**config.mk**
```make
export PLATFORM = sky130hd
export DESIGN_NAME = ascii_number_parser_flat
export DESIGN_NICKNAME = d
export VERILOG_FILES = /design/src/anp_pkg.sv /design/src/anp_if.sv /design/src/anp_step.sv /design/src/ascii_number_parser.sv /design/src/flat_wrapper.sv
export SDC_FILE = /design/constraint.sdc
export NUM_CORES = 1
export LEC_CHECK = 0
export ABC_AREA = 1
export ABC_CLOCK_PERIOD_IN_PS = 4100
export BUFFER_PORTS_ARGS = -buffer_cell sky130_fd_sc_hd__buf_2
export CAP_MARGIN = 20
export CORE_MARGIN = 2
export CORE_UTILIZATION = 38
export CTS_CLUSTER_SIZE = 30
export DETAILED_ROUTE_END_ITERATION = 12
export HOLD_SLACK_MARGIN = 0.1
export REMOVE_ABC_BUFFERS = 1
export SLEW_MARGIN = 20
export SYNTH_ARGS = -nofsm -noshare
export SYNTH_HDL_FRONTEND = slang
export SYNTH_SLANG_ARGS = --single-unit
```
**constraint.sdc**
```tcl
create_clock -name i_clk -period 4.1 [get_ports i_clk]
set_input_delay 0.615 -clock i_clk [delete_from_list [all_inputs] [get_ports i_clk]]
set_output_delay 0.615 -clock i_clk [all_outputs]
set_load 0.01 [all_outputs]
```
**src/anp_pkg.sv**
```systemverilog
// Package for the ASCII number parser: parse phases, character codes and shared types.
// Depends on nothing; every other file of the parser uses it.
package anp_pkg;

    // Width of one character transaction and of one emitted value.
    localparam int CHAR_BITS = 8;
    localparam int OUT_BITS  = 32;

    typedef logic [CHAR_BITS-1:0]       t_char;
    typedef logic signed [OUT_BITS-1:0] t_value;

    // Characters that steer the parse.
    localparam t_char CH_MINUS  = 8'h2D;   // '-'
    localparam t_char CH_ZERO   = 8'h30;   // '0'
    localparam t_char CH_NINE   = 8'h39;   // '9'
    localparam t_char CH_X      = 8'h78;   // 'x'
    localparam t_char CH_UPPER_A = 8'h41;  // 'A'
    localparam t_char CH_UPPER_F = 8'h46;  // 'F'

    // Value of the letter 'A' as a hexadecimal digit.
    localparam logic [3:0] HEX_A_VALUE = 4'd10;

    // Parse phases.
    typedef enum logic [2:0] {
        PH_START = 3'd0,
        PH_MINUS = 3'd1,
        PH_ZERO  = 3'd2,
        PH_DEC   = 3'd3,
        PH_HEX   = 3'd4
    } t_phase;

    // Control result of one parse step.
    typedef struct packed {
        t_phase phase;
        logic   neg;
        logic   emit;
    } t_step_ctrl;

endpackage

```
**src/anp_if.sv**
```systemverilog
// Stream interfaces of the ASCII number parser: characters in, parsed values out.
// Depends on anp_pkg for the payload types.
interface anp_char_if;
    logic           valid;
    logic           ready;
    anp_pkg::t_char char_code;

    modport source (output valid, output char_code, input ready);
    modport sink   (input valid, input char_code, output ready);
endinterface

interface anp_value_if;
    logic            valid;
    logic            ready;
    anp_pkg::t_value value;

    modport source (output valid, output value, input ready);
    modport sink   (input valid, input value, output ready);
endinterface

```
**src/anp_step.sv**
```systemverilog
// One parse step: next phase, sign flag and accumulator from one character.
// Depends on anp_pkg; combinational, used by ascii_number_parser.
module anp_step #(
    parameter int VALUE_BITS = 32
) (
    input  anp_pkg::t_char        i_char_code,
    input  anp_pkg::t_phase       i_phase,
    input  logic                  i_neg,
    input  logic [VALUE_BITS-1:0] i_acc,
    output anp_pkg::t_step_ctrl   o_ctrl,
    output logic [VALUE_BITS-1:0] o_acc,
    output anp_pkg::t_value       o_value
);
    import anp_pkg::*;

    logic                         is_dec;
    logic                         is_hex_letter;
    logic [3:0]                   digit;
    logic [VALUE_BITS-1:0]        digit_ext;
    logic [VALUE_BITS-1:0]        acc_x10;
    logic [VALUE_BITS-1:0]        acc_x16;
    logic [VALUE_BITS-1:0]        acc_end;
    logic signed [VALUE_BITS-1:0] signed_end;

    // Character classes and the digit value they carry.
    always_comb begin
        is_dec        = (i_char_code >= CH_ZERO) && (i_char_code <= CH_NINE);
        is_hex_letter = (i_char_code >= CH_UPPER_A) && (i_char_code <= CH_UPPER_F);
        if (is_hex_letter) begin
            digit = 4'(i_char_code - CH_UPPER_A) + HEX_A_VALUE;
        end else begin
            digit = 4'(i_char_code - CH_ZERO);
        end
        digit_ext = VALUE_BITS'(digit);
    end

    // Scaled accumulator: times ten as two shifts and an add, times sixteen as a shift.
    assign acc_x10 = (i_acc << 3) + (i_acc << 1);
    assign acc_x16 = i_acc << 4;

    // Phase transitions; anything not accepted ends the number.
    always_comb begin
        o_ctrl.phase = i_phase;
        o_ctrl.neg   = i_neg;
        o_ctrl.emit  = 1'b0;
        o_acc        = i_acc;
        case (i_phase)
            PH_MINUS: begin
                if (i_char_code == CH_ZERO) begin
                    o_acc        = '0;
                    o_ctrl.phase = PH_ZERO;
                end else if (is_dec) begin
                    o_acc        = digit_ext;
                    o_ctrl.phase = PH_DEC;
                end else begin
                    o_ctrl.emit = 1'b1;
                end
            end
            PH_ZERO: begin
                if (i_char_code == CH_X) begin
                    o_acc        = '0;
                    o_ctrl.phase = PH_HEX;
                end else if (is_dec) begin
                    o_acc        = digit_ext;
                    o_ctrl.phase = PH_DEC;
                end else begin
                    o_ctrl.emit = 1'b1;
                end
            end
            PH_DEC: begin
                if (is_dec) begin
                    o_acc = acc_x10 + digit_ext;
                end else begin
                    o_ctrl.emit = 1'b1;
                end
            end
            PH_HEX: begin
                if (is_dec || is_hex_letter) begin
                    o_acc = acc_x16 + digit_ext;
                end else begin
                    o_ctrl.emit = 1'b1;
                end
            end
            default: begin
                // The start phase, and unused codes that behave like it.
                if (i_char_code == CH_MINUS) begin
                    o_ctrl.neg   = 1'b1;
                    o_ctrl.phase = PH_MINUS;
                end else if (i_char_code == CH_ZERO) begin
                    o_acc        = '0;
                    o_ctrl.phase = PH_ZERO;
                end else if (is_dec) begin
                    o_acc        = digit_ext;
                    o_ctrl.phase = PH_DEC;
                end else begin
                    o_ctrl.emit = 1'b1;
                end
            end
        endcase

        // A finished number restarts the parse from a clean state.
        if (o_ctrl.emit) begin
            o_ctrl.phase = PH_START;
            o_ctrl.neg   = 1'b0;
            o_acc        = '0;
        end
    end

    // Final value: an empty number is zero, the sign is applied, then sign-extended or cut.
    always_comb begin
        if ((i_phase == PH_MINUS) || (i_phase == PH_ZERO) || (i_phase == PH_DEC)
                || (i_phase == PH_HEX)) begin
            acc_end = (i_phase == PH_MINUS) ? '0 : i_acc;
        end else begin
            acc_end = '0;
        end
        signed_end = i_neg ? signed'(-acc_end) : signed'(acc_end);
        o_value    = OUT_BITS'(signed_end);
    end

endmodule

```
**src/ascii_number_parser.sv**
```systemverilog
// Top level of the ASCII number parser: input register, parse step and result register.
// Depends on anp_pkg, anp_if.sv and anp_step.
//
//  Channel   Dir  Payload             Transaction
//  i_char    in   char_code [7:0]     one ASCII character
//  o_value   out  value [31:0] signed one parsed integer, when a number ends
//
// One character enters per cycle unless a waiting result stalls it.
// The rate is set by the single parse step between the input and result registers.
// Reset (synchronous, active low) empties both registers and returns to the start phase.
// A waiting result stalls only a character that ends another number; others pass.
module ascii_number_parser #(
    parameter int VALUE_BITS = 32
) (
    input  logic        i_clk,
    input  logic        i_rst_n,
    anp_char_if.sink    i_char,
    anp_value_if.source o_value
);
    import anp_pkg::*;

    logic                  r_in_valid;
    t_char                 r_char;
    t_phase                r_phase;
    t_phase                n_phase;
    logic                  r_neg;
    logic                  n_neg;
    logic [VALUE_BITS-1:0] r_acc;
    logic [VALUE_BITS-1:0] n_acc;
    logic                  r_out_valid;
    t_value                r_value;
    t_value                step_value;
    t_step_ctrl            step_ctrl;
    logic                  advance;

    // Parse step on the registered character.
    anp_step #(
        .VALUE_BITS(VALUE_BITS)
    ) u_step (
        .i_char_code(r_char),
        .i_phase    (r_phase),
        .i_neg      (r_neg),
        .i_acc      (r_acc),
        .o_ctrl     (step_ctrl),
        .o_acc      (n_acc),
        .o_value    (step_value)
    );

    // The held character retires unless it has a result with nowhere to go.
    assign advance = r_in_valid && (!step_ctrl.emit || !r_out_valid || o_value.ready);
    assign i_char.ready = !r_in_valid || advance;
    assign n_phase = step_ctrl.phase;
    assign n_neg   = step_ctrl.neg;

    // Input register.
    always_ff @(posedge i_clk) begin
        if (!i_rst_n) begin
            r_in_valid <= 1'b0;
        end else if (i_char.ready) begin
            r_in_valid <= i_char.valid;
        end
        if (i_char.valid && i_char.ready) begin
            r_char <= i_char.char_code;
        end
    end

    // Parse state.
    always_ff @(posedge i_clk) begin
        if (!i_rst_n) begin
            r_phase <= PH_START;
            r_neg   <= 1'b0;
            r_acc   <= '0;
        end else if (advance) begin
            r_phase <= n_phase;
            r_neg   <= n_neg;
            r_acc   <= n_acc;
        end
    end

    // Result register.
    always_ff @(posedge i_clk) begin
        if (!i_rst_n) begin
            r_out_valid <= 1'b0;
        end else if (advance && step_ctrl.emit) begin
            r_out_valid <= 1'b1;
        end else if (o_value.ready) begin
            r_out_valid <= 1'b0;
        end
        if (advance && step_ctrl.emit) begin
            r_value <= step_value;
        end
    end

    assign o_value.valid = r_out_valid;
    assign o_value.value = r_value;

endmodule

```
**src/flat_wrapper.sv**
```systemverilog
// flat-port wrapper written by rule: the top's interface ports become plain ports
module ascii_number_parser_flat import anp_pkg::*;
#(
    parameter int VALUE_BITS = 32
)
  (i_clk, i_rst_n, i_char_valid, i_char_char_code, i_char_ready, o_value_valid, o_value_value, o_value_ready);
  anp_char_if i_char_i ();
  anp_value_if o_value_i ();
  input  logic i_clk;
  input  logic i_rst_n;
  input wire logic [$bits(i_char_i.valid)-1:0] i_char_valid;
  input wire logic [$bits(i_char_i.char_code)-1:0] i_char_char_code;
  output wire logic [$bits(i_char_i.ready)-1:0] i_char_ready;
  output wire logic [$bits(o_value_i.valid)-1:0] o_value_valid;
  output wire logic [$bits(o_value_i.value)-1:0] o_value_value;
  input wire logic [$bits(o_value_i.ready)-1:0] o_value_ready;
  assign i_char_i.valid = i_char_valid;
  assign i_char_i.char_code = i_char_char_code;
  assign i_char_ready = i_char_i.ready;
  assign o_value_valid = o_value_i.valid;
  assign o_value_value = o_value_i.value;
  assign o_value_i.ready = o_value_ready;
  ascii_number_parser #(.VALUE_BITS(VALUE_BITS)) u_core (.i_clk(i_clk), .i_rst_n(i_rst_n), .i_char(i_char_i), .o_value(o_value_i));
endmodule
```
Word level (Yosys, flattened, before mapping)
Cells that the tools add are included.
{ "totals": {"regBits": 78, "inputBits": 12, "word_cells": 80} }
{ "classes": {"n_eq_ne": 12, "n_addsub": 7, "n_reduce_logical": 22, "n_mux": 28, "magnitude_cmp": 4} }
{ "op_table": {"columns": ["cell", "n"], "rows": [
  ["32-bit 2-to-1 mux", 10],
  ["32-bit case mux with 4 select lines", 1],
  ["32-bit by 4-bit adder with 32-bit output", 2],
  ["32-bit adder", 1],
  ["32-bit negator", 1],
  ["8-bit by 6-bit equality test with 1-bit output (second input constant)", 2],
  ["3-bit 2-to-1 mux", 4],
  ["1-bit 2-to-1 mux", 9],
  ["3-bit case mux with 3 select lines", 1],
  ["8-bit by 7-bit equality test with 1-bit output (second input constant)", 1],
  ["8-bit by 6-bit greater-or-equal comparator with 1-bit output (second input constant)", 1],
  ["8-bit by 7-bit greater-or-equal comparator with 1-bit output (second input constant)", 1],
  ["8-bit by 6-bit <= comparator with 1-bit output (second input constant)", 1],
  ["8-bit by 7-bit <= comparator with 1-bit output (second input constant)", 1],
  ["4-bit 2-to-1 mux", 2],
  ["4-bit by 1-bit subtractor with 4-bit output (second input constant)", 2],
  ["1-bit logical OR", 7],
  ["3-bit by 2-bit equality test with 1-bit output (second input constant)", 2],
  ["3-bit by 2-bit inequality test with 1-bit output (second input constant)", 2],
  ["6-bit by 1-bit inequality test with 1-bit output (second input constant)", 1],
  ["1-bit logical AND", 5],
  ["4-bit adder (second input constant)", 1],
  ["2-bit by 1-bit inequality test with 1-bit output (second input constant)", 2],
  ["1-bit case mux with 4 select lines", 1],
  ["9 further kinds", 12]
]} }

Depth between registers and ports, before layout
{ "logic_depth": {"word_depth": 12, "mapped_depth": 27, "ltp_nobuf": 27} }

Cells and area by module
Synthesis repeated with hierarchy kept, for this count alone.
{ "unflattened": {"cells_unflattened": 1376, "area_unflattened_um2": 8401.8} }
{ "by_module_without_submodules": {"columns": ["module", "instances", "seq_area_each_um2", "area_each_um2", "cells_per_inst"], "rows": [
  ["anp_step", 1, 0.0, 5417.7, 1086],
  ["ascii_number_parser", 1, 1961.9, 2984.1, 290]
]} }

Worst setup path after synthesis
Ideal clock, no wire load.
{ "synth_timing": {"path_type": "flip-flop to flip-flop", "startpoint": "reg u_core.r_char[1]", "endpoint": "reg u_core.r_acc[16]", "setup_ns": 0.059, "required_time_ns": 4.041, "slack_ns": 0.886, "synth_period_minus_slack_ns": 3.214, "arrival_time_ns": 3.155, "stages_incl_launch_ff": 25, "cell_sequence": "edfxtp_1 > inv_1 > ha_1 > inv_1 > nand3_1 > nand2_1 > inv_1 > nand2_1 > o21ai_0 > inv_1 > ha_1 > ha_1 > fa_1 > nand3_1 > nand3_1 > nand2_1 > nand2_1 > nand2_1 > nand2_1 > nand2_1 > nand2_1 > o21ai_0 > nand2_1 > o21ai_0 > and2_1"} }
{ "synth_between": {"elab_chain_cells": 11, "elab_cells_between_ends": 38, "cone_classes": "add/sub: 5; order compare: 4; eq/ne: 6; mux: 15; reduce/logical: 8"} }
{ "synth_rtl": {"columns": ["item", "line_no", "rtl"], "rows": [
  ["start, declared", "ascii_number_parser.sv:23", "t_char r_char;"],
  ["start signal, assigned", "ascii_number_parser.sv:63", "r_char <= i_char.char_code;"],
  ["branches (longest 11 deep; another with 32-bit by 4-bit adder with 32-bit output)", null, null],
  ["end signal, assigned", "ascii_number_parser.sv:76", "r_acc <= n_acc;"],
  ["end, declared", "ascii_number_parser.sv:28", "logic [VALUE_BITS-1:0] r_acc;"]
]} }
Parallel ways; which one is timed is not known. The select of a mux whose other input is x is not followed.
A chain may end at the register's enable or synchronous reset.

Worst setup path in the final report
{ "layout_timing": {"startpoint": "reg u_core.r_char[0]", "endpoint": "reg u_core.r_acc[18]"} }
The elaborated chain is that of the path after synthesis.

==> summary.txt <==
Synth
  • Ys async rst share: 0%
  • Library cells used by synthesis: 45
  • Post-synth EDFFs: 40
  • #FFs+latches synth: between 70 and 80
  • Cells after synthesis: roughly 1100
  • Post-synthesis cell area: about 0.0074 mm²
  • Post-synth top area cell: nand2_1
  • Yosys Warn Count: 0
  • Mapped Avg Cell Area: around 6.5 µm²
  • Main synth FF type: edfxtp_1
  • Post-synthesis sequential area ratio: a little over a quarter
  • Yosys top cell area share: about 18%
  • Synth top area cells: nand2_1 (18%), edfxtp_1 (16%), ha_1 (10%)

Power and ir drop
  • Flop pwr share: a little over two fifths
  • Sw Share: 24.6%
  • VDD IR max: about 200 µV
  • Pwr dens: about 240 mW/mm²
  • Internal power: ~1500 µW
  • Switching power of the nets: roughly 500 µW
  • Leak Pwr: 0.00394 µW
  • Clock power share: 45.5%
  • Combinational group share of total power: about 11%

Timing
  • Min Hold Slack: approximately 0.45 ns
  • Setup_tns: 0 ns
  • Slew Limit Fails: 0
  • Fin crit share: ~90%
  • Worst Slack Setup Final: ~0.51 ns
  • Fmax: roughly 280 MHz
  • RSZ-0062 raised after global routing: no
  • Clock Skews: between 0.007 and 0.008 ns
  • Slew HR: ~28%
  • Final-report hold violation count: 0
  • Worst slew pin tran: roughly 1.1 ns
  • Final setup violation count: 0
  • Crit path time final: 3.59 ns

Setup path
  • Worst R2R Setup Slack: 0.51 ns
  • Crit Reg-Reg Endpoint: u_core.r_acc[18]$_SDFFE_PN0P_
  • CP Cell Sequence: ha_1 -> inv_1 -> nand3_1 -> nand2_1 -> inv_1 -> nand2_1 -> nand2_1 -> o21ai_1 -> inv_1 -> ha_1 -> ha_1 -> fa_1 -> nand3_1 -> nand3_1 -> nand2_1 -> nand3_1 -> nand2_1 -> nand2_1 -> nand2_1 -> nand3_1 -> nand2_1 -> nand2_1 -> o21ai_0 -> and2_1
  • Nature of the critical path startpoint: flop
  • Crit path kind: flop to flop
  • R2r startpoint: u_core.r_char[0]$_DFFE_PP_
  • CP Launch Point: u_core.r_char[0]$_DFFE_PP_
  • Critical Path RT: 4.39 ns
  • Slowest cell delay on critical path: 0.46 ns
  • Most used cell along the critical path: nand2_1
  • Crit. End Element: flop
  • Critical Path AT: between 3 and 4 ns
  • Crit Path Max Fanout: 6
  • Reg2reg path depth: 24
  • Crit path to: u_core.r_acc[18]$_SDFFE_PN0P_
  • Slowest stage cell on the critical path: edfxtp_1

Detailed routing
  • Via count: between 7000 and 8000
  • Remaining antenna violation count after routing: 0
  • DR vias/cell: between 5 and 6
  • DR iter-0 viols: 537
  • Avg WL per Cell: roughly 14 µm
  • DR DRC count: 0
  • WL final: 20400 µm
  • Pre-antenna DRT Iters: 5

Floorplan
  • I/O Pins: 46
  • Core Box Area: 0.0193 mm²
  • Initial cell density of the core: just under 40%
  • Die ar.: between 0.02 and 0.025 mm²
  • Row cnt: 51
  • Die width: about 140 µm
  • Chip height: 144 µm

Global routing
  • Initial antenna violation count: 0
  • Global route total overflow: 0
  • Tot GR Track Use: 20.4%
  • First-pass GRT wire length: ~34000 µm
  • Largest net degree at the start of global routing: 52
  • Vias in the first global route: 6876

Place
  • Routability-driven placement congestion ratio: slightly above 0.9
  • Post-Place Worst Slack: around 0.49 ns
  • Hpwl dp: between 15000 and 20000 µm
  • Buffers on Ports: 45

Clock tree
  • Longest Clk Path Bufs: 2
  • H-tree depth: 3
  • Clock Latency Late Sink: roughly 0.34 ns
  • CTS tree: built
  • Root Driver: clkbuf_16
  • Post-CTS setup buffer count: 0
  • Cts hold-fix bufs: 0
  • Worst-path clk slew: 0.06 ns
  • # resized after CTS: 0
  • Cts bufs inserted: 9
  • Num Clock Sinks: 78

Layout
  • Nets: between 1000 and 1500
  • # diodes: 0
  • Area delta synth->final: 10.5%
  • Layout cells sized above 1: between 9 and 10%
  • Fillers: 2069

Run status
  • Status: finished, final reports clean

Flow run
  • Max-cap viol count: 0

Min path
  • Hold crit path type: input port to flop
-- layer usage --
| layer | track usage, % | up-vias | share of wire (%) |
|---|---|---|---|
| met5 | 0 | - | 0 |
| met4 | 5.99 | 0 | 2.3 |
| met3 | 2.60 | 24 | 4.0 |
| met2 | 35.4 | 172 | 47 |
| met1 | 26.5 | 3326 | 46 |
| li1 | - | 3794 | - |
-- power by group through the flow --
stage	Clock, µW	Sequential (µW)	Combinational (µW)
2_1_floorplan	0	889	147
3_3_place_gp	0	884	225
3_5_place_dp	0	885	226
4_1_cts	936	868	227
5_1_grt	953	872	258
6_report	913	868	227
-- how the worst min path moves through the flow --
stage	from	end	slack, ns	cells after the start
2_1_floorplan	u_core.r_acc[31]$_SDFFE_PN0P_	u_core.r_acc[31]$_SDFFE_PN0P_	0.46	2
3_3_place_gp	u_core.r_acc[31]$_SDFFE_PN0P_	u_core.r_acc[31]$_SDFFE_PN0P_	0.47	2
3_5_place_dp	u_core.r_acc[31]$_SDFFE_PN0P_	u_core.r_acc[31]$_SDFFE_PN0P_	0.48	2
4_1_cts	i_char_char_code[4]	u_core.r_char[4]$_DFFE_PP_	0.44	1
5_1_grt	i_char_char_code[3]	u_core.r_char[3]$_DFFE_PP_	0.44	1
6_report	i_char_char_code[3]	u_core.r_char[3]$_DFFE_PP_	0.45	1
-- cells by family (layout without fill, tap and decap cells) --
family                     count (synthesis)  in the layout  share of synthesized area, %
DFF                                       78             78                          26.4
and+or+nand+nor                          628            628                          36.1
xor gates and xnor gates                  33             33                          3.89
adders and majority gates                 64             64                          11.0
buffers and inverters                    179            220                          10.0
AOI/OAI and AO/OA                        162            162                          12.6
-- critical path, delay by kind of cell (launching register included) --
kind / cells / cell delay [ns]
and+or+nand+nor: 15 / 1.46
adders and majority gates: 4 / 1.21
DFF: 1 / 0.46
AOI/OAI and AO/OA: 2 / 0.23
buffers and inverters: 3 / 0.19
-- through the flow --
stage | utilization, % | area, µm² | cells | total power [µW]
2_1_floorplan | - | 7260 | 1117 | 1040
3_3_place_gp | 40.7 | 7870 | 1434 | 1110
3_5_place_dp | 40.7 | 7870 | 1434 | 1110
4_1_cts | 42.5 | 8210 | 1450 | 2030
5_1_grt | 42.5 | 8210 | 1450 | 2080
6_report | 42.5 | 8210 | 1450 | 2010
-- layout by cell type (no fill, tap or decap), types with 3 or more instances in the layout --
master,instances
clkbuf_16,9
bufinv_16,3
nor2_2,18
inv_1,149
or2_2,3
o211ai_1,4
nor3_1,9
nor2_1,133
o21bai_1,5
o21ai_0,46
nand3b_1,6
nand4_1,9
a31oi_1,6
buf_4,7
nand3_2,5
edfxtp_1,40
ha_1,62
buf_2,45
o21ai_1,3
xnor2_1,13
and2_1,4
dfxtp_1,38
nand2_1,349
o21ai_2,4
a221oi_1,12
xor2_1,20
nand3_1,79
a21oi_1,69
nand2_2,6
a22oi_1,5
nor2_4,4
o21a_1,3
-- cells in the mapped netlist, drive strengths merged (6+ instances only) --
cell type  instances
a21oi             69
a221oi            12
a31oi              6
buf               16
clkbuf            11
dfxtp             38
edfxtp            40
ha                62
inv              152
nand2            356
nand3             85
nand3b             6
nand4              9
nor2             155
nor3              10
o21ai             53
xnor2             13
xor2              20
-- sequential cells by signal (all words and copies together), names as in the netlist --
register              count
u_core.o_value.value     32
u_core.r_phase            3
u_core.r_acc             32
u_core.o_value.valid      1
u_core.r_char             8
u_core.r_neg              1
u_core.r_in_valid         1
-- final cells by class --
type                            count  area (µm²)  share of cell area, %
Clock buffer                       10         229                   2.79
Multi-Input combinational cell    887        4720                   57.5
Tap cell                          265         332                   4.04
Timing Repair Buffer               52         278                   3.38
Inverter                          152         576                   7.01
Clock inverter                      6         110                   1.34
Sequential cell                    78        1960                   23.9
No activity file was read; power rests on OpenSTA's default activity.
